**src/hdl/pecs_pkg.sv**
```systemverilog
`timescale 1ns / 1ps
`default_nettype none
// ----------------------------------------------------------------------------
// pecs_pkg
// Shared constants, codes and helper functions of the pair edge counter.
// ----------------------------------------------------------------------------
package pecs_pkg;

  localparam int NODES      = 32;
  localparam int COUNT_BITS = 16;

  localparam int DIM      = 2 * NODES;
  localparam int CELLS    = DIM * DIM;
  localparam int DIM_W    = $clog2(DIM);
  localparam int ADDR_W   = $clog2(CELLS);
  localparam int K_W      = $clog2(CELLS + 1);
  localparam int CONTIG_W = 5;
  localparam int TYPE_W   = 3;
  localparam int MODE_W   = 2;
  localparam int NUM_W    = 13;
  localparam int THR_W    = 16;
  localparam int PCT_MUL  = DIM * (DIM - 1);
  localparam int PCT_DIV  = 100;
  localparam int PROD_W   = $clog2(PCT_MUL + 1) + NUM_W;
  localparam int BIT_W    = $clog2(COUNT_BITS);

  // Division by 100 is a shift by two followed by an exact reciprocal
  // multiplication for the remaining factor of 25.
  localparam int     RECIP_DIV   = PCT_DIV / 4;
  localparam int     RECIP_SHIFT = PROD_W - 2 + $clog2(RECIP_DIV);
  localparam longint RECIP_MUL   = ((longint'(1) << RECIP_SHIFT) + RECIP_DIV - 1) / RECIP_DIV;
  localparam int     RECIP_W     = $clog2(RECIP_MUL + 1);
  localparam int     RPROD_W     = PROD_W - 2 + RECIP_W;

  localparam logic [COUNT_BITS-1:0] COUNT_MAX = {COUNT_BITS{1'b1}};
  localparam logic [THR_W-1:0]      THR_MAX   = {THR_W{1'b1}};

  localparam logic CMD_ADD    = 1'b0;
  localparam logic CMD_SELECT = 1'b1;

  localparam logic [MODE_W-1:0] MODE_RANK_DIM = 2'd0;
  localparam logic [MODE_W-1:0] MODE_RANK_NUM = 2'd1;
  localparam logic [MODE_W-1:0] MODE_PERCENT  = 2'd2;
  localparam logic [MODE_W-1:0] MODE_KEEP     = 2'd3;

  localparam logic [TYPE_W-1:0] PT_END      = 3'd2;
  localparam logic [TYPE_W-1:0] PT_END_LEFT = 3'd3;
  localparam logic [TYPE_W-1:0] PT_FWD      = 3'd4;
  localparam logic [TYPE_W-1:0] PT_FWD_LEFT = 3'd5;

  typedef struct packed {
    logic clear;
    logic issue;
    logic diag;
  } tally_ctl_t;

  function automatic logic [ADDR_W-1:0] cell_addr(input logic [DIM_W-1:0] row,
                                                  input logic [DIM_W-1:0] col);
    cell_addr = ADDR_W'(32'(row) * DIM + 32'(col));
  endfunction

  function automatic logic [COUNT_BITS-1:0] sat_inc(input logic [COUNT_BITS-1:0] v);
    sat_inc = (v == COUNT_MAX) ? v : v + 1'b1;
  endfunction

  function automatic logic [THR_W-1:0] to_thr(input logic [COUNT_BITS-1:0] v);
    if (v == '0) begin
      to_thr = THR_W'(1);
    end else if (32'(v) > 32'(THR_MAX)) begin
      to_thr = THR_MAX;
    end else begin
      to_thr = THR_W'(v);
    end
  endfunction

endpackage
`default_nettype wire

```
**src/hdl/pecs_tally.sv**
```systemverilog
`timescale 1ns / 1ps
`default_nettype none
// ----------------------------------------------------------------------------
// pecs_tally
// Shared mask-and-compare unit: counts masked cells at or above a candidate.
// ----------------------------------------------------------------------------
module pecs_tally (
  input  wire logic                                clk,
  input  wire logic                                rst_n,
  input  wire pecs_pkg::tally_ctl_t                ctl,
  input  wire logic [pecs_pkg::COUNT_BITS-1:0]     cand,
  input  wire logic [pecs_pkg::COUNT_BITS-1:0]     fwd,
  input  wire logic [pecs_pkg::COUNT_BITS-1:0]     rev,
  output logic      [pecs_pkg::K_W-1:0]            count
);
  import pecs_pkg::*;

  logic           issue_d_r;
  logic           diag_d_r;
  logic [K_W-1:0] count_r;
  logic           hit;

  // The read data follow the issued address in the next cycle, so issue and diag are registered to match.
  assign hit = issue_d_r && !diag_d_r && ({fwd, 1'b0} >= {1'b0, rev}) && (fwd >= cand);
  assign count = count_r;

  always_ff @(posedge clk) begin
    if (!rst_n) begin
      issue_d_r <= 1'b0;
      diag_d_r  <= 1'b0;
      count_r   <= '0;
    end else begin
      issue_d_r <= ctl.issue;
      diag_d_r  <= ctl.diag;
      if (ctl.clear) begin
        count_r <= '0;
      end else if (hit) begin
        count_r <= count_r + 1'b1;
      end
    end
  end
endmodule
`default_nettype wire

```
**config.mk**
```make
export PLATFORM = sky130hd
export DESIGN_NAME = pecs_tally
export DESIGN_NICKNAME = d
export VERILOG_FILES = /design/src/hdl/pecs_pkg.sv /design/src/hdl/pecs_tally.sv
export SDC_FILE = /design/constraint.sdc
export NUM_CORES = 1
export LEC_CHECK = 0
export ABC_CLOCK_PERIOD_IN_PS = 3000
export BUFFER_PORTS_ARGS = -buffer_cell sky130_fd_sc_hd__buf_4
export CAP_MARGIN = 0
export CORE_ASPECT_RATIO = 0.6
export CORE_MARGIN = 2
export CORE_UTILIZATION = 48
export CTS_BUF_LIST = sky130_fd_sc_hd__clkbuf_16
export DETAILED_ROUTE_END_ITERATION = 8
export PLACE_DENSITY_LB_ADDON = 0.05
export SETUP_SLACK_MARGIN = 0.2
export SKIP_CTS_REPAIR_TIMING = 1
export SLEW_MARGIN = 20
export SYNTH_ARGS = -nofsm -noshare
export SYNTH_HDL_FRONTEND = slang
export SYNTH_SLANG_ARGS = --single-unit
```
**constraint.sdc**
```tcl
create_clock -name clk -period 3 [get_ports clk]
set_input_delay 0.3 -clock clk [delete_from_list [all_inputs] [get_ports clk]]
set_output_delay 0.3 -clock clk [all_outputs]
set_load 0.02 [all_outputs]
```
==> flow_metrics.env <==
export IMPL_fin_nets=348
export IMPL_drc=0
export IMPL_tightest_slew_ns=0.634
export IMPL_skew_ns=0.00102
export IMPL_cts_buffer_depth=2
export IMPL_path_class="in -> reg"
export IMPL_ys_top_cells_by_count="ha_1, inv_1, dfxtp_1, nand2_1, a21oi_1"
export IMPL_leakage_nw=1.11
export IMPL_hold_viol_final=0
export IMPL_tritoncts="done"
export IMPL_drt_iter0_drc=37
export IMPL_synth_distinct_cells=37
export IMPL_slew_viol_final=0
export IMPL_ir_worst_vdd_mv=0.211
export IMPL_hp_class="in -> reg"
export IMPL_syn_area_per_cell_um2=7.93
export IMPL_dp_hpwl_um=3170
export IMPL_endpoint_kind="flip-flop"
export IMPL_antenna_found_initial=0
export IMPL_dr_pass1_iters=4
export IMPL_io_pins=66
export IMPL_grt_max_degree=18
export IMPL_slew_headroom=0.577
export IMPL_synthArstFlopShare=0
export IMPL_grt_pass1_wl_um=6540
export IMPL_grt_pass1_vias=1432
export IMPL_cap_violations=0
export IMPL_fmax_mhz=414
export IMPL_yosys_register_bits=15
export IMPL_area_growth_pct=39.7
export IMPL_ant_nets=0
export IMPL_crit_arrival_ns=2.59
export IMPL_yosysTopAreaCellShare=0.259
export IMPL_yosys_area_share_simple=0.228
export IMPL_yosys_most_used_dff="dfxtp_1"
export IMPL_synthAdderAreaFrac=0.259
export IMPL_postSynthCellCount=195
export IMPL_gp_congestion=0.789
export IMPL_fillerInstances=264
export IMPL_wl_um=3820
export IMPL_grtUsageTotal=0.228
export IMPL_initial_utilization=0.522
export IMPL_yosysSeqAreaShare=0.194
export IMPL_antenna_cells=0
export IMPL_synth_xor_area_frac=0
export IMPL_dieArea_um2=3710
export IMPL_core_area_um2=2970
export IMPL_fin_crit_sh=0.805
export IMPL_via_per_inst=5.38
export IMPL_setup_viol=0
export IMPL_fin_util=0.729
export IMPL_worstPathMaxFanout=17
export IMPL_synthesis_nets=280
export IMPL_cp_required_ns=3.17
export IMPL_synth_area_leaders="ha_1, dfxtp_1, inv_1"
export IMPL_chipHeight_um=48.0
export IMPL_synth_edf_count=0
export IMPL_powerDensity_nw_per_um2=296
export IMPL_yosysTopAreaCell="ha_1"
export IMPL_num_rows=15
export IMPL_synth_compound_area_frac=0.233
export IMPL_outcome="finished, final reports clean"
export IMPL_port_buffers=65
export IMPL_root_buffer="clkbuf_16"
export IMPL_clock_sinks=15
export IMPL_rsz0062_at_grt="no"
export IMPL_setup_tns_ns=0
export IMPL_htreeDepth=1
export IMPL_cts_buffers=3
export IMPL_drive_above_1_share=0.290
export IMPL_wl_per_cell_um=12.6
export IMPL_syn_area_um2=1550
export IMPL_die_w_um=77.3
export IMPL_min_period_ns=2.42
export IMPL_startpoint_type="input port"
export IMPL_synth_top_family_by_area="adder cells"
export IMPL_overflow=0
export IMPL_yosysWarnings=0
export IMPL_clk_pin_slew_worst_paths_ns=0.05
export IMPL_clock_latency_ns=0.24
export IMPL_synthMuxAreaShare=0
export IMPL_via_count=1635
critical path, cell delays in order:
cell and delay [ns]:
buf_4 0.09, inv_1 0.03, ha_1 0.25, nand2b_1 0.09, a2111oi_0 0.10, o31a_1 0.33
o41a_1 0.64, or4_1 0.60, a21oi_1 0.15
path summary, 6_finish.rpt:
path	from	endpoint	slack [ns]	depth (start not counted)
hold reg to reg	count[12]	count[12]	0.49	2
setup reg to reg	diag_d_r	count[10]	0.88	5
hold / removal	ctl[1]	issue_d_r	0.26	2
setup / recovery	fwd[0]	count[10]	0.58	9
per-stage QoR:
stage	total power, mW	hold WS [ns]	cells	setup slack, ns	instance area [um^2]
after CTS	0.647	0.256	304	0.589	2160
after global placement	0.385	0.469	300	0.437	2080
after global routing	0.680	0.260	304	0.427	2160
final	0.641	0.260	304	0.584	2160
after floorplan	0.305	0.422	195	0.694	1550
after detailed placement	0.389	0.473	300	0.340	2080
state kept, by name (all words and copies together) (netlist names):
signal / cells
diag_d_r: 1
issue_d_r: 1
count: 13
logic make-up (layout without fill, tap and decap cells):
group                      count (synthesis)  after routing
and+or+nand+nor                           65             65
AOI/OAI and AO/OA                         48             48
buffers and inverters                     35            102
adders and majority gates                 32             32
DFF                                       15             15
routing by layer:
metal / global-route usage / routed length, um / vias up
met5: 0 / 0 / -
met4: 0.0750 / 53 / 0
met3: 0.0585 / 249 / 6
met2: 0.362 / 1540 / 58
met1: 0.311 / 1980 / 718
li1: - / - / 853
layout make-up:
class                           count  area [um^2]  share of cell area
Clock buffer                        3         75.1              0.0347
Clock inverter                      1         3.75             0.00174
Inverter                           32          120              0.0556
Multi-Input combinational cell    145         1110               0.515
Sequential cell                    15          300               0.139
Tap cell                           42         52.6              0.0243
Timing Repair Buffer               66          495               0.229
cell usage in the layout (no fill, tap or decap), types with 2 or more instances in the layout:
cell,n
nand4_1,9
inv_1,33
a21oi_1,14
nor2b_1,2
nor2_1,8
a211oi_1,3
o21ai_0,6
a21o_1,2
buf_4,66
dfxtp_1,15
nand2_1,15
o31ai_1,5
ha_1,32
a31o_2,3
and3_1,5
and2_1,4
clkbuf_16,3
nand3_1,8
nand2b_1,6
or4_1,5
o41ai_1,2
where the power goes:
part | total (mW) | switching (mW) | internal (mW)
clock network | 0.254 | 0.0776 | 0.176
registers | 0.202 | 0.000673 | 0.201
logic | 0.185 | 0.0889 | 0.0958
total | 0.641 | 0.167 | 0.473
Power figures use the tool's default switching activity.
